===== src/sv/b64se_pkg.sv =====
`timescale 1ns / 1ps
`default_nettype none

package b64se_pkg;

	// Command queue between the byte front end and the character back end.
	localparam int CMDQ_DEPTH = 2;
	localparam int CMDQ_AW    = $clog2(CMDQ_DEPTH);

	localparam logic [6:0] ASCII_UPPER_A = 7'h41;
	localparam logic [6:0] ASCII_LOWER_A = 7'h61;
	localparam logic [6:0] ASCII_ZERO    = 7'h30;
	localparam logic [6:0] ASCII_PLUS    = 7'h2B;
	localparam logic [6:0] ASCII_SLASH   = 7'h2F;
	localparam logic [6:0] ASCII_PAD     = 7'h3D;

	localparam logic [5:0] SEXTET_MASK   = 6'h3F;
	localparam logic [5:0] SEXTET_LOWER  = 6'd26;
	localparam logic [5:0] SEXTET_DIGIT  = 6'd52;
	localparam logic [5:0] SEXTET_PLUS   = 6'd62;

	typedef enum logic [1:0] {
		PH_START = 2'd0,
		PH_ONE   = 2'd1,
		PH_TWO   = 2'd2
	} phase_t;

	typedef struct packed {
		logic       pad;
		logic [5:0] sextet;
	} sym_t;

	// One accepted byte turns into one command of one to four symbols.
	typedef struct packed {
		logic           eom;
		logic [1:0]     last_idx;
		sym_t [3:0]     syms;
	} cmd_t;

	function automatic logic [6:0] b64_ascii(sym_t s);
		logic [6:0] v;
		logic [5:0] x;
		x = s.sextet & SEXTET_MASK;
		if (s.pad) begin
			v = ASCII_PAD;
		end else if (x < SEXTET_LOWER) begin
			v = ASCII_UPPER_A + {1'b0, x};
		end else if (x < SEXTET_DIGIT) begin
			v = ASCII_LOWER_A + {1'b0, x - SEXTET_LOWER};
		end else if (x < SEXTET_PLUS) begin
			v = ASCII_ZERO + {1'b0, x - SEXTET_DIGIT};
		end else if (x == SEXTET_PLUS) begin
			v = ASCII_PLUS;
		end else begin
			v = ASCII_SLASH;
		end
		return v;
	endfunction

endpackage

`default_nettype wire


===== src/sv/base64_stream_encoder.sv =====
// Streaming base64 encoder with the standard alphabet and '=' padding.
// Input side is a queue: drive data_byte and end_of_message with push high;
// the byte transaction completes on a clock edge where full is low. Mark
// the last byte of each message with end_of_message.
// Output side is a queue too: while empty is low, ascii_char holds the
// oldest character and final_char flags the last character of a message;
// pop high on a clock edge takes it.
// The first character of a byte passes through the command queue and then
// the output register. The character stage emits one character per cycle
// while pop is high, so a byte yields one character (first or second byte
// of a group), two characters (third byte, or a message ending on the third
// byte), three or four characters (a message ending on the second or first
// byte). Long runs average four characters per three bytes; a two-entry
// command queue lets bytes keep arriving while characters are being sent.
// Reset clears the group phase, the leftover bits, both queues and the
// output valid flag. When pop is held low the output register keeps its
// character, the command queue fills and full rises; nothing is dropped.
`timescale 1ns / 1ps
`default_nettype none

module base64_stream_encoder
	import b64se_pkg::*;
(
	input  wire logic       clk,
	input  wire logic       arst_n,
	input  wire logic       push,
	output logic            full,
	input  wire logic [7:0] data_byte,
	input  wire logic       end_of_message,
	output logic            empty,
	input  wire logic       pop,
	output logic [6:0]      ascii_char,
	output logic            final_char
);

	cmd_t front_cmd, queue_cmd;
	logic cmdq_push, cmdq_full, cmdq_pop, cmdq_empty;

	b64se_front u_front (
		.clk            (clk),
		.arst_n         (arst_n),
		.push           (push),
		.full           (full),
		.data_byte      (data_byte),
		.end_of_message (end_of_message),
		.cmdq_full      (cmdq_full),
		.cmdq_push      (cmdq_push),
		.cmd            (front_cmd)
	);

	b64se_cmd_fifo u_cmdq (
		.clk    (clk),
		.arst_n (arst_n),
		.wr_en  (cmdq_push),
		.wr_cmd (front_cmd),
		.full   (cmdq_full),
		.rd_en  (cmdq_pop),
		.rd_cmd (queue_cmd),
		.empty  (cmdq_empty)
	);

	b64se_back u_back (
		.clk        (clk),
		.arst_n     (arst_n),
		.cmd        (queue_cmd),
		.cmd_empty  (cmdq_empty),
		.cmd_pop    (cmdq_pop),
		.empty      (empty),
		.pop        (pop),
		.ascii_char (ascii_char),
		.final_char (final_char)
	);

endmodule

`default_nettype wire


===== src/sv/b64se_front.sv =====
`timescale 1ns / 1ps
`default_nettype none

module b64se_front
	import b64se_pkg::*;
(
	input  wire logic       clk,
	input  wire logic       arst_n,
	input  wire logic       push,
	output logic            full,
	input  wire logic [7:0] data_byte,
	input  wire logic       end_of_message,
	input  wire logic       cmdq_full,
	output logic            cmdq_push,
	output cmd_t            cmd
);

	phase_t     phase_q, phase_d;
	logic [3:0] residue_q, residue_d;

	assign full      = cmdq_full;
	assign cmdq_push = push && !cmdq_full;

	always_comb begin
		cmd       = '0;
		cmd.eom   = end_of_message;
		phase_d   = phase_q;
		residue_d = residue_q;
		case (phase_q)
			PH_ONE: begin
				cmd.syms[0].sextet = {residue_q[1:0], data_byte[7:4]};
				if (end_of_message) begin
					cmd.syms[1].sextet = {data_byte[3:0], 2'b00};
					cmd.syms[2].pad    = 1'b1;
					cmd.last_idx       = 2'd2;
					phase_d            = PH_START;
					residue_d          = '0;
				end else begin
					cmd.last_idx = 2'd0;
					phase_d      = PH_TWO;
					residue_d    = data_byte[3:0];
				end
			end
			PH_TWO: begin
				cmd.syms[0].sextet = {residue_q, data_byte[7:6]};
				cmd.syms[1].sextet = data_byte[5:0];
				cmd.last_idx       = 2'd1;
				phase_d            = PH_START;
				residue_d          = '0;
			end
			default: begin
				cmd.syms[0].sextet = data_byte[7:2];
				if (end_of_message) begin
					cmd.syms[1].sextet = {data_byte[1:0], 4'b0000};
					cmd.syms[2].pad    = 1'b1;
					cmd.syms[3].pad    = 1'b1;
					cmd.last_idx       = 2'd3;
					phase_d            = PH_START;
					residue_d          = '0;
				end else begin
					cmd.last_idx = 2'd0;
					phase_d      = PH_ONE;
					residue_d    = {2'b00, data_byte[1:0]};
				end
			end
		endcase
	end

	always_ff @(posedge clk or negedge arst_n) begin
		if (!arst_n) begin
			phase_q   <= PH_START;
			residue_q <= '0;
		end else if (cmdq_push) begin
			phase_q   <= phase_d;
			residue_q <= residue_d;
		end
	end

endmodule

`default_nettype wire


===== src/sv/b64se_cmd_fifo.sv =====
`timescale 1ns / 1ps
`default_nettype none

module b64se_cmd_fifo
	import b64se_pkg::*;
(
	input  wire logic clk,
	input  wire logic arst_n,
	input  wire logic wr_en,
	input  wire cmd_t wr_cmd,
	output logic      full,
	input  wire logic rd_en,
	output cmd_t      rd_cmd,
	output logic      empty
);

	localparam logic [CMDQ_AW-1:0] PTR_LAST = CMDQ_AW'(CMDQ_DEPTH - 1);

	cmd_t                  store_q [CMDQ_DEPTH];
	logic [CMDQ_AW-1:0]    wr_ptr_q, rd_ptr_q;
	logic [CMDQ_AW:0]      count_q;
	logic                  do_wr, do_rd;

	assign full   = (count_q == (CMDQ_AW + 1)'(CMDQ_DEPTH));
	assign empty  = (count_q == '0);
	assign do_wr  = wr_en && !full;
	assign do_rd  = rd_en && !empty;
	assign rd_cmd = store_q[rd_ptr_q];

	always_ff @(posedge clk) begin
		if (do_wr) begin
			store_q[wr_ptr_q] <= wr_cmd;
		end
	end

	always_ff @(posedge clk or negedge arst_n) begin
		if (!arst_n) begin
			wr_ptr_q <= '0;
			rd_ptr_q <= '0;
			count_q  <= '0;
		end else begin
			if (do_wr) begin
				wr_ptr_q <= (wr_ptr_q == PTR_LAST) ? '0 : wr_ptr_q + 1'b1;
			end
			if (do_rd) begin
				rd_ptr_q <= (rd_ptr_q == PTR_LAST) ? '0 : rd_ptr_q + 1'b1;
			end
			if (do_wr && !do_rd) begin
				count_q <= count_q + 1'b1;
			end else if (do_rd && !do_wr) begin
				count_q <= count_q - 1'b1;
			end
		end
	end

endmodule

`default_nettype wire


===== src/sv/b64se_back.sv =====
`timescale 1ns / 1ps
`default_nettype none

module b64se_back
	import b64se_pkg::*;
(
	input  wire logic       clk,
	input  wire logic       arst_n,
	input  wire cmd_t       cmd,
	input  wire logic       cmd_empty,
	output logic            cmd_pop,
	output logic            empty,
	input  wire logic       pop,
	output logic [6:0]      ascii_char,
	output logic            final_char
);

	logic       out_valid_q;
	logic [6:0] ascii_q;
	logic       final_q;
	logic [1:0] idx_q;
	logic       load;
	logic       at_last;

	// With a command waiting, the output register reloads when it is free or its transaction completes.
	assign load    = !cmd_empty && (!out_valid_q || pop);
	assign at_last = (idx_q == cmd.last_idx);
	assign cmd_pop = load && at_last;

	assign empty      = !out_valid_q;
	assign ascii_char = ascii_q;
	assign final_char = final_q;

	always_ff @(posedge clk) begin
		if (load) begin
			ascii_q <= b64_ascii(cmd.syms[idx_q]);
			final_q <= cmd.eom && at_last;
		end
	end

	always_ff @(posedge clk or negedge arst_n) begin
		if (!arst_n) begin
			out_valid_q <= 1'b0;
			idx_q       <= '0;
		end else begin
			if (load) begin
				out_valid_q <= 1'b1;
				idx_q       <= at_last ? 2'd0 : idx_q + 2'd1;
			end else if (pop) begin
				out_valid_q <= 1'b0;
			end
		end
	end

	a_idx_in_range: assert property (@(posedge clk) disable iff (!arst_n)
		!cmd_empty |-> idx_q <= cmd.last_idx)
		else $error("symbol index beyond the end of the command");

	a_mid_cmd_held: assert property (@(posedge clk) disable iff (!arst_n)
		idx_q != 2'd0 |-> !cmd_empty)
		else $error("command left the queue before all symbols were sent");

	a_pop_on_last: assert property (@(posedge clk) disable iff (!arst_n)
		cmd_pop |=> idx_q == 2'd0)
		else $error("symbol index not rewound after a command finished");

endmodule

`default_nettype wire


===== config.mk =====
export PLATFORM = sky130hd
export DESIGN_NAME = base64_stream_encoder
export DESIGN_NICKNAME = d
export VERILOG_FILES = /design/src/sv/b64se_pkg.sv /design/src/sv/base64_stream_encoder.sv /design/src/sv/b64se_front.sv /design/src/sv/b64se_cmd_fifo.sv /design/src/sv/b64se_back.sv
export SDC_FILE = /design/constraint.sdc
export NUM_CORES = 1
export LEC_CHECK = 0
export ABC_AREA = 1
export BUFFER_PORTS_ARGS = -buffer_cell sky130_fd_sc_hd__clkbuf_2
export CAP_MARGIN = 25
export CORE_MARGIN = 2
export CORE_UTILIZATION = 30
export DETAILED_ROUTE_END_ITERATION = 8
export GPL_TIMING_DRIVEN = 0
export PLACE_DENSITY = 0.5
export SLEW_MARGIN = 0
export SYNTH_ARGS = -nofsm -noshare
export SYNTH_HDL_FRONTEND = slang
export SYNTH_SLANG_ARGS = --single-unit

===== constraint.sdc =====
create_clock -name clk -period 4.5 [get_ports clk]
set_clock_uncertainty 0.05 [all_clocks]
set_input_delay 0.675 -clock clk [delete_from_list [all_inputs] [get_ports clk]]
set_output_delay 0.675 -clock clk [all_outputs]
set_load 0.1 [all_outputs]

; ---- After elaboration in Yosys (flattened, before gate mapping)
; Memory sizes are Yosys's and may differ from the RTL's.
; Cells that the tools add are included.
[word_totals]
regBits = 21
ram_bits = 34
output_inout_bits = 10
wordCells = 78
n_memories = 1
[classes]
addsub = 10
n_lt_le_gt_ge = 4
n_eq_ne = 5
n_mux = 31
n_reduce_logical = 18
[mem_list]
columns = name, words, word_bits, rd, rd_clocked_by_memory_dff, write_ports, line
row1 = u_cmdq.store_q, 2, 17, 1, 0, 1, b64se_cmd_fifo.sv:19  ; cmd_t store_q [CMDQ_DEPTH];
[op_table]
columns = operator, n
row1 = 2-to-1 mux 7 bit, 4
row2 = case mux 6 bit (2 select lines), 2
row3 = adder 7 x 6 -> 7 bit (first input constant), 2
row4 = binary-select mux 7 bit (select 2 bit), 1
row5 = 2-to-1 mux 2 bit, 7
row6 = less-than comparator 6 bit (second input constant), 2
row7 = 2-to-1 mux 6 bit, 2
row8 = 2-to-1 mux 1 bit, 10
row9 = logical AND 1 bit, 8
row10 = case mux 2 bit (2 select lines), 2
row11 = case mux 4 bit (2 select lines), 1
row12 = adder 6 x 6 -> 7 bit (first input constant), 1
row13 = == test 6 bit (second input constant), 1
row14 = less-than comparator 6 x 5 -> 1 bit (second input constant), 1
row15 = subtractor 6 x 5 -> 6 bit (second input constant), 1
row16 = subtractor 6 bit (second input constant), 1
row17 = zero test 1 bit, 5
row18 = adder 2 x 1 -> 2 bit (second input constant), 2
row19 = == test 2 bit (second input constant), 2
row20 = 2-to-1 mux 4 bit, 1
row21 = nonzero test 2 bit, 2
row22 = less-than comparator 2 x 3 -> 1 bit (second input constant), 1
row23 = 2-to-1 mux 3 bit, 1
row24 = adder 1 bit (second input constant), 2
row25 = other kinds (6), 6

; ---- Logic depth before layout (Yosys ltp)
; Gate-level depths: netlist (run 1).
[depth]
depth_word = 8
ltp_mapped = 18
depth_no_buf = 16

; ---- Cells and area by module
; A second synthesis (run 1) with hierarchy kept.
[hier_totals]
cells_unflattened = 490
area_unflattened_um2 = 4533.1
[by_module_without_submodules]
columns = module, n_inst, cells_each, area_per_inst_um2, seq_area_each_um2
row1 = b64se_cmd_fifo, 1, 194, 2492.4, 1961.9
row2 = b64se_back, 1, 183, 1330.0, 315.3
row3 = b64se_front, 1, 113, 710.7, 150.1

; ---- Worst setup path after synthesis (run 1)
; Ideal clock, no wire load.
[synth_timing]
path_kind = register -> register
start = register u_back.out_valid_q
end = register u_cmdq.count_q[1]
setup_ns = 0.131
arrival_ns = 2.558
setup_slack_ns = 1.761
path_stages_with_launch = 9
path_buffers = 0
period_less_slack_ns = 2.739
cell_sequence = dfrtp_1 inv_1 nor2_1 a21oi_1 nand3_1 ha_1 a21oi_1 o21ai_0 xor2_1
[synth_between]
elab_chain_len = 8
word_cells_on_any_way = 10
cone_classes = mux: 1 / reduce/logical: 9
[synth_rtl]
columns = element, line
row1 = "start, declared", b64se_back.sv:18  ; logic out_valid_q;
row2 = "start signal, assigned", b64se_back.sv:43  ; out_valid_q <= 1'b0;
row3 = "start signal, assigned", b64se_back.sv:47  ; out_valid_q <= 1'b1;
row4 = "start signal, assigned", b64se_back.sv:50  ; out_valid_q <= 1'b0;
row5 = zero test 1 bit (*), --
row6 = net empty, base64_stream_encoder.sv:30  ; output logic empty,
row7 = logical OR 1 bit (*), b64se_back.sv:26  ; assign load = !cmd_empty && (!out_valid_q || pop);
row8 = logical AND 1 bit (*), b64se_back.sv:26
row9 = net u_back.load, b64se_back.sv:22  ; logic load;
row10 = logical AND 1 bit (*), b64se_back.sv:28  ; assign cmd_pop = load && at_last;
row11 = logical AND 1 bit (*), b64se_cmd_fifo.sv:27  ; assign do_rd = rd_en && !empty;
row12 = zero test 1 bit, b64se_cmd_fifo.sv:48  ; if (do_wr && !do_rd) begin
row13 = logical AND 1 bit, b64se_cmd_fifo.sv:48
row14 = 2-to-1 mux 2 bit / nonzero test 2 bit (equally long branches), --
row15 = "end signal, assigned", b64se_cmd_fifo.sv:49  ; count_q <= count_q + 1'b1;
row16 = "end signal, assigned", b64se_cmd_fifo.sv:51  ; count_q <= count_q - 1'b1;
row17 = "end, declared", b64se_cmd_fifo.sv:21  ; logic [CMDQ_AW:0] count_q;
; Mark *: on every way through the listed nets, which the timed path passes. The rest lies on a longest branch.
; A chain may end at the register's enable or synchronous reset.

; ---- Worst setup path after layout (run 1)
[layout_timing]
start = register u_cmdq.rd_ptr_q
end = register u_back.ascii_q[3], in the netlist u_back.ascii_char[3], data pin
[layout_between]
elab_chain_len = 8
word_cells_on_any_way = 14
cone_classes = add/sub: 5 / order compare: 3 / mux: 5 / memory: 1
[layout_rtl]
columns = element, line
row1 = "start, declared", b64se_cmd_fifo.sv:20  ; logic [CMDQ_AW-1:0] wr_ptr_q, rd_ptr_q;
row2 = "start signal, assigned", b64se_cmd_fifo.sv:46  ; rd_ptr_q <= (rd_ptr_q == PTR_LAST) ? '0 : rd_ptr_q + 1'b1;
row3 = memory read (2 x 17 bit) (*), --
row4 = binary-select mux 7 bit (select 2 bit) (*), b64se_back.sv:36  ; ascii_q <= b64_ascii(cmd.syms[idx_q]);
row5 = 2-to-1 mux 7 bit (implied by the code) (*), b64se_back.sv:36
row6 = subtractor 6 bit, b64se_pkg.sv:51  ; v = ASCII_ZERO + {1'b0, x - SEXTET_DIGIT};
row7 = adder 6 x 6 -> 7 bit, b64se_pkg.sv:51
row8 = 2-to-1 mux 7 bit, b64se_pkg.sv:50  ; end else if (x < SEXTET_PLUS) begin
row9 = 2-to-1 mux 7 bit, b64se_pkg.sv:48  ; end else if (x < SEXTET_DIGIT) begin
row10 = 2-to-1 mux 7 bit, b64se_pkg.sv:46  ; end else if (x < SEXTET_LOWER) begin
row11 = "end signal, assigned", b64se_back.sv:36
row12 = "end, declared", b64se_back.sv:19  ; logic [6:0] ascii_q;
; Every way passes the cells marked *; elsewhere a longest branch is shown, timed or not. The select of a mux whose other input is x is not followed.

==> results.md, run 1 <==
- DR iter-0 viols: 114
- CTS sink cnt: 55
- Synth cell types: 36
- Critical path required time: 4.51 ns
- Global route total overflow: 0
- Hold Crit Class: in2async
- Met3 WL post-DR: 196 microns
- Critical Path AT: 2.53 ns
- Num rows: 36
- Final hold vios: 0
- Io pins: 23
- Bufs and invs on worst path: 5
- Die width: 105 microns
- #FFs+latches synth: 55
- Largest net degree at the start of global routing: 20
- Post-Route Setup TNS: 0 ns
- Fill count: 987
- DRC: 0
- Status: finished, final reports clean
- Root Driver: clkbuf_8
- First-pass GRT wire length: 10500 microns
- Crit path cell chain: buf_6, buf_12, nor2_2, nor2_4, o21ai_2, a21oi_4, inv_1, ha_1, inv_1, nand4_1, nand2_1, inv_1, nor2_1, o21ai_0, nand2_1, nand3_1
- Crit path largest cell delay: 0.36 ns
- RSZ-0062 raised after global routing: false
- Main area contributors after synthesis: edfxtp_1 41%, dfrtp_1 11%, nand2_1 9.5%, ha_1 5.3%, inv_1 5.0%
- Max-Slew Margin vs Limit: 40.0%
- Die Ht: 105 microns
- Met2 WL: 3090 microns
- Placed inst area: 3370 sq um
- Vias per cell: 4.45
- Syn Area/Cell: 9.63 sq um
- Largest area contributor in the netlist: edfxtp_1
- WL/cell: 12.8 microns
- Initial Util: 31.1%
- Post-synth top area share: 41.1%
- All-Layer GR Usage: 11.9%
- Ys async rst share: 23.6%
- Sequential area share after synthesis: 51.7%
- Least-Margin Pin Slew: 0.899 ns
- Top post-synthesis cells by count: 78 x nand2_1, 42 x edfxtp_1, 41 x inv_1
- EDFF count, synth: 42
- Worst setup EP type: flip-flop
- Worst path most repeated cell: inv_1
- Nets: 376
- CP delay by family, top: buffers and inverters
- Critical path class: reg2reg
- Core Area: 9860 sq um
- Post-DP HPWL: 4810 microns
- DR vias: 2156
- CTS tree: yes
- CP startpoint kind: flip-flop
- Fin crit share: 55.9%
- First-pass DRT Iterations: 6
- Setup Fix Bufs, Post-CTS: 0
- Slew Viols, Final: 0
- I/O Buffers: 22
- Share of layout cells above drive strength 1: 21.4%
- Total Wirelength: 6190 microns
- Post-route cell area: 3490 sq um
- Vias in the first global route: 2137
- Area Growth Syn to Fin: 13.6%
- Post-CTS resize count: 0
- Hold_buf cts: 0
- Crit-path max FO: 10
- Die area: 11100 sq um
- Top-count cell post-synth: nand2_1
- Tmin final: 2.52 ns
- CTS Buf Count: 5
- Clock Path Buffers: 2
- Final ANT Viol Nets: 0
- Mapped Cells: 319
- Yosys warns: 0
- Final setup viols: 0
- CP max-delay cell: dfrtp_1
- Initial antenna violation count: 0
- Synth Flop Type: edfxtp_1
- RePlAce Congestion: 0.868
- Fmax: 397 MHz
- Ant diodes: 0
- Clk Latency, worst-skew pair: 0.31 ns
- Clock-pin transition on the worst setup and hold timing paths: 0.11 ns
- Max Cap Viol: 0
- Synthesized area: 3070 sq um
- Number of H-tree levels: 2
- Wl on met1: 2840 microns
- Syn_nets: 345
- DR top layer: met4
==> registers in the layout (all words and copies together), names as in the netlist <==
register,count
u_cmdq.store_q,34
u_back.ascii_char,7
u_front.residue_q,4
u_back.idx_q,2
u_cmdq.count_q,2
u_front.phase_q,2
u_back.final_char,1
u_back.out_valid_q,1
u_cmdq.rd_ptr_q,1
u_cmdq.wr_ptr_q,1
==> cell families after synthesis <==
| kind of cell | Yosys count | share of synthesized area, % |
|---|---|---|
| simple gates | 143 | 22.2 |
| compound gates | 43 | 9.62 |
| xor+xnor | 10 | 2.85 |
| buf+inv | 55 | 8.35 |
| flops | 55 | 51.7 |
| fa+ha+maj | 13 | 5.30 |
==> final timing paths <==
path | from | endpoint | slack, ns | cells after the start
hold reg to reg | u_cmdq.count_q[0] | u_cmdq.count_q[0] | 0.47 | 1
setup reg to reg | u_cmdq.rd_ptr_q | u_back.ascii_char[3] | 1.98 | 16
setup / recovery | u_cmdq.rd_ptr_q | u_back.ascii_char[3] | 1.98 | 16
max in group asynchronous | arst_n | u_front.residue_q[3] | 3.94 | 1
hold / removal | arst_n | u_cmdq.wr_ptr_q | 0.19 | 1
min in group clk | u_cmdq.count_q[0] | u_cmdq.count_q[0] | 0.47 | 1
==> area by class of cell <==
class                   instances  area [sq um]  area share (%)
plain buffers                   4          53.8            1.54
multi-input cells             209          1230            35.3
flip-flops and latches         55          1590            45.5
repair buffers                 24           133            3.80
well taps                     133           166            4.77
inverters                      51           203            5.81
clock inverters                 2          20.0           0.574
clock buffers                   6          93.8            2.69
==> metrics by stage <==
| step | setup WS, ns | hold slack (ns) | utilization, % | instances |
|---|---|---|---|---|
| 6_report | 1.98 | 0.193 | 35.4 | 484 |
| 5_1_grt | 1.66 | 0.206 | 35.4 | 484 |
| 4_1_cts | 1.81 | 0.198 | 35.3 | 483 |
| 3_5_place_dp | 1.53 | 0.456 | 34.1 | 475 |
| 3_3_place_gp | 1.57 | 0.449 | 33.9 | 474 |
| 2_1_floorplan | 1.76 | 0.329 | - | 319 |
==> layer usage <==
| metal | global-route usage [%] | vias to the layer above |
|---|---|---|
| li1 | - | 1120 |
| met1 | 14.8 | 995 |
| met2 | 21.1 | 34 |
| met3 | 2.43 | 7 |
| met4 | 2.95 | 0 |
| met5 | 0 | - |
==> cells in the final DEF (no fill, tap or decap), types with 5 or more instances in the layout <==
cell	count
dfrtp_1	13
clkbuf_8	5
nand2_1	78
nand3_1	14
o21ai_0	13
clkbuf_2	22
nor2_2	5
nand3_2	9
nor2_1	24
o22ai_1	5
ha_1	13
edfxtp_1	42
nand2_2	5
a21oi_1	5
o221ai_1	6
inv_2	6
inv_1	41
xor2_1	7
Power of run 1 is not shown: default switching activity piles up to over one toggle a cycle in this logic, so the estimate is an artifact.
==> inputs of run 2 (changes only) <==
ABC_AREA = 0   (was 1)
clock period = 2.64 ns   (was 4.5 ns; I/O delays follow)
==> run 2 against run 1 <==
Against the previous run:
- register-to-register slack got worse by 2.1 ns
- core utilization grew 2.1 points
- design area increased by 3.4%
- the run now ends with negative setup slack left
- area after synthesis is 4.4% lower
- global-route usage up 0.091 points
==> results.md, run 2 <==
- Vias in the first global route: 1924
- Critical path required time: 2.65 ns
- Largest area contributor in the netlist: edfxtp_1
- First-pass GRT wire length: 9540 microns
- Clk Latency, worst-skew pair: 0.31 ns
- Initial Util: 30.4%
- Global route total overflow: 0
- Root Driver: clkbuf_8
- Top post-synthesis cells by count: 42 x edfxtp_1, 23 x nand2_1, 14 x o21ai_0
- Clock-pin transition on the worst setup and hold timing paths: 0.11 ns
- Post-Route Setup TNS: -0.166 ns
- Least-Margin Pin Slew: 0.905 ns
- First-pass DRT Iterations: 4
- Tmin final: 2.71 ns
- Share of layout cells above drive strength 1: 30.0%
- Ys async rst share: 23.6%
- Final hold vios: 0
- Critical path class: reg2reg
- Top-count cell post-synth: edfxtp_1
- Synth Flop Type: edfxtp_1
- Most frequent cells in the layout: 42 x edfxtp_1, 23 x clkbuf_2, 21 x nand2_1
- Synth cell types: 49
- Main area contributors after synthesis: edfxtp_1 43%, dfrtp_1 11%, ha_1 5.5%, mux4_2 3.8%, nand2_1 2.9%
- Post-synth top area share: 43.0%
- CTS Buf Count: 5
- Mapped Cells: 239
- DRC: 0
- Io pins: 23
- EDFF count, synth: 42
- I/O Buffers: 22
- Number of H-tree levels: 2
- Worst setup EP type: flip-flop
- Syn Area/Cell: 12.3 sq um
- Vias per cell: 4.69
- Die width: 103 microns
- #FFs+latches synth: 55
- Yosys warns: 0
- Num rows: 36
- Max Cap Viol: 0
- Fin crit share: 103%
- Setup ws final: -0.0716 ns
- CP startpoint kind: flip-flop
- Failing checks: negative setup slack
- CTS tree: yes
- Max-Slew Margin vs Limit: 39.6%
- Hold Crit Class: in2reg
- Number of flip-flops in the largest register: 34
- Largest net degree at the start of global routing: 21
- Clock Path Buffers: 2
- Die Ht: 103 microns
- Syn_nets: 265
- RePlAce Congestion: 0.828
- CTS sink cnt: 55
- Die area: 10600 sq um
- Synthesized area: 2930 sq um
- Crit-path max FO: 3
- Sequential area share after synthesis: 54.1%
- Slew Viols, Final: 0
- RSZ-0062 raised after global routing: true
- Final setup viols: 3
- Largest Register: u_cmdq.store_q
- WL/cell: 14.8 microns
- Area Growth Syn to Fin: 22.9%
- Total Wirelength: 6100 microns
- Post-DP HPWL: 4270 microns
- Critical Path AT: 2.73 ns
- Status: complete, but fails checks
- Nets: 305
- Ant diodes: 0
- Leading cell type in the layout, fill and taps excluded: edfxtp_1
- DR iter-0 viols: 94
- Final ANT Viol Nets: 0
- Fmax: 369 MHz
- DR vias: 1936
- Core Area: 9640 sq um
- Initial antenna violation count: 0
- All-Layer GR Usage: 12.0%
==> run 2: through the flow <==
stage          cell area [sq um]  cells  utilization, %  worst slack, ns  hold WS (ns)
6_report                    3610    413            37.4          -0.0716         0.234
5_1_grt                     3610    413            37.4           -0.166         0.234
3_3_place_gp                3250    394            33.7           -0.519         0.294
3_5_place_dp                3250    394            33.7           -0.489         0.293
2_1_floorplan               2970    239               -          -0.0303        0.0504
4_1_cts                     3460    410            35.9          -0.0944         0.230
==> run 2: repair_timing <==
item / 4_1_cts / 5_1_grt
setup buffers: 7 / 4
setup endpoints to repair: 7 / 6
gates resized for setup: 13 / 22
pin swaps: 0 / 9
gates cloned: 0 / 0
hold buffers: 1 / 0
endpoints found under the hold margin: 13 / 0
==> run 2: critical path: stages (launching register included) <==
cell and delay (ns):
dfrtp_2 0.46, buf_12 0.14, mux4_2 0.33, nor2b_4 0.19
inv_4 0.06, ha_4 0.18, nand2_4 0.07, o22ai_2 0.08
or4b_1 0.48, o211a_1 0.17, xnor2_2 0.15, o2111ai_2 0.11
==> run 2: path summary, 6_finish.rpt <==
check | to | slack, ns | from | depth (start not counted)
setup / recovery | u_back.ascii_char[4] | -0.07 | u_cmdq.rd_ptr_q | 11
hold / removal | u_cmdq.store_q[0][16] | 0.23 | end_of_message | 1
setup reg to reg | u_back.ascii_char[4] | -0.07 | u_cmdq.rd_ptr_q | 11
hold reg to reg | u_cmdq.wr_ptr_q | 0.47 | u_cmdq.wr_ptr_q | 1
max in group asynchronous | u_cmdq.rd_ptr_q | 1.78 | arst_n | 2
min in group asynchronous | u_front.residue_q[0] | 0.46 | arst_n | 2
==> run 2: layer usage <==
| metal | share of wire [%] | track usage [%] | wire [microns] | vias to the layer above |
|---|---|---|---|---|
| li1 | - | - | - | 953 |
| met3 | 2.4 | 2.24 | 147 | 6 |
| met5 | 0 | 0 | 0 | - |
| met1 | 46 | 15.3 | 2800 | 945 |
| met2 | 50 | 20.7 | 3080 | 32 |
| met4 | 1.2 | 3.64 | 74 | 0 |
==> run 2: cell type report <==
type	instances	area, sq um
repair buffers	34	203
inverters	11	43.8
fillers	938	6030
plain buffers	9	66.3
flip-flops and latches	55	1590
well taps	133	166
clock inverters	3	33.8
clock buffers	5	68.8
multi-input cells	163	1440
==> run 2: cell families (layout without fill, tap and decap cells) <==
logic type / Yosys count / after routing / share of synthesized area, %
AO/OA/AOI/OAI: 46 / 46 / 10.7
AND/OR/NAND/NOR: 70 / 70 / 12.8
adder cells (fa/ha/maj): 13 / 13 / 5.54
XOR/XNOR: 19 / 19 / 5.93
buffers and inverters: 21 / 62 / 3.11
multiplexers: 15 / 15 / 7.85
flip-flops: 55 / 55 / 54.1
Power of run 2 is left out for the same reason.
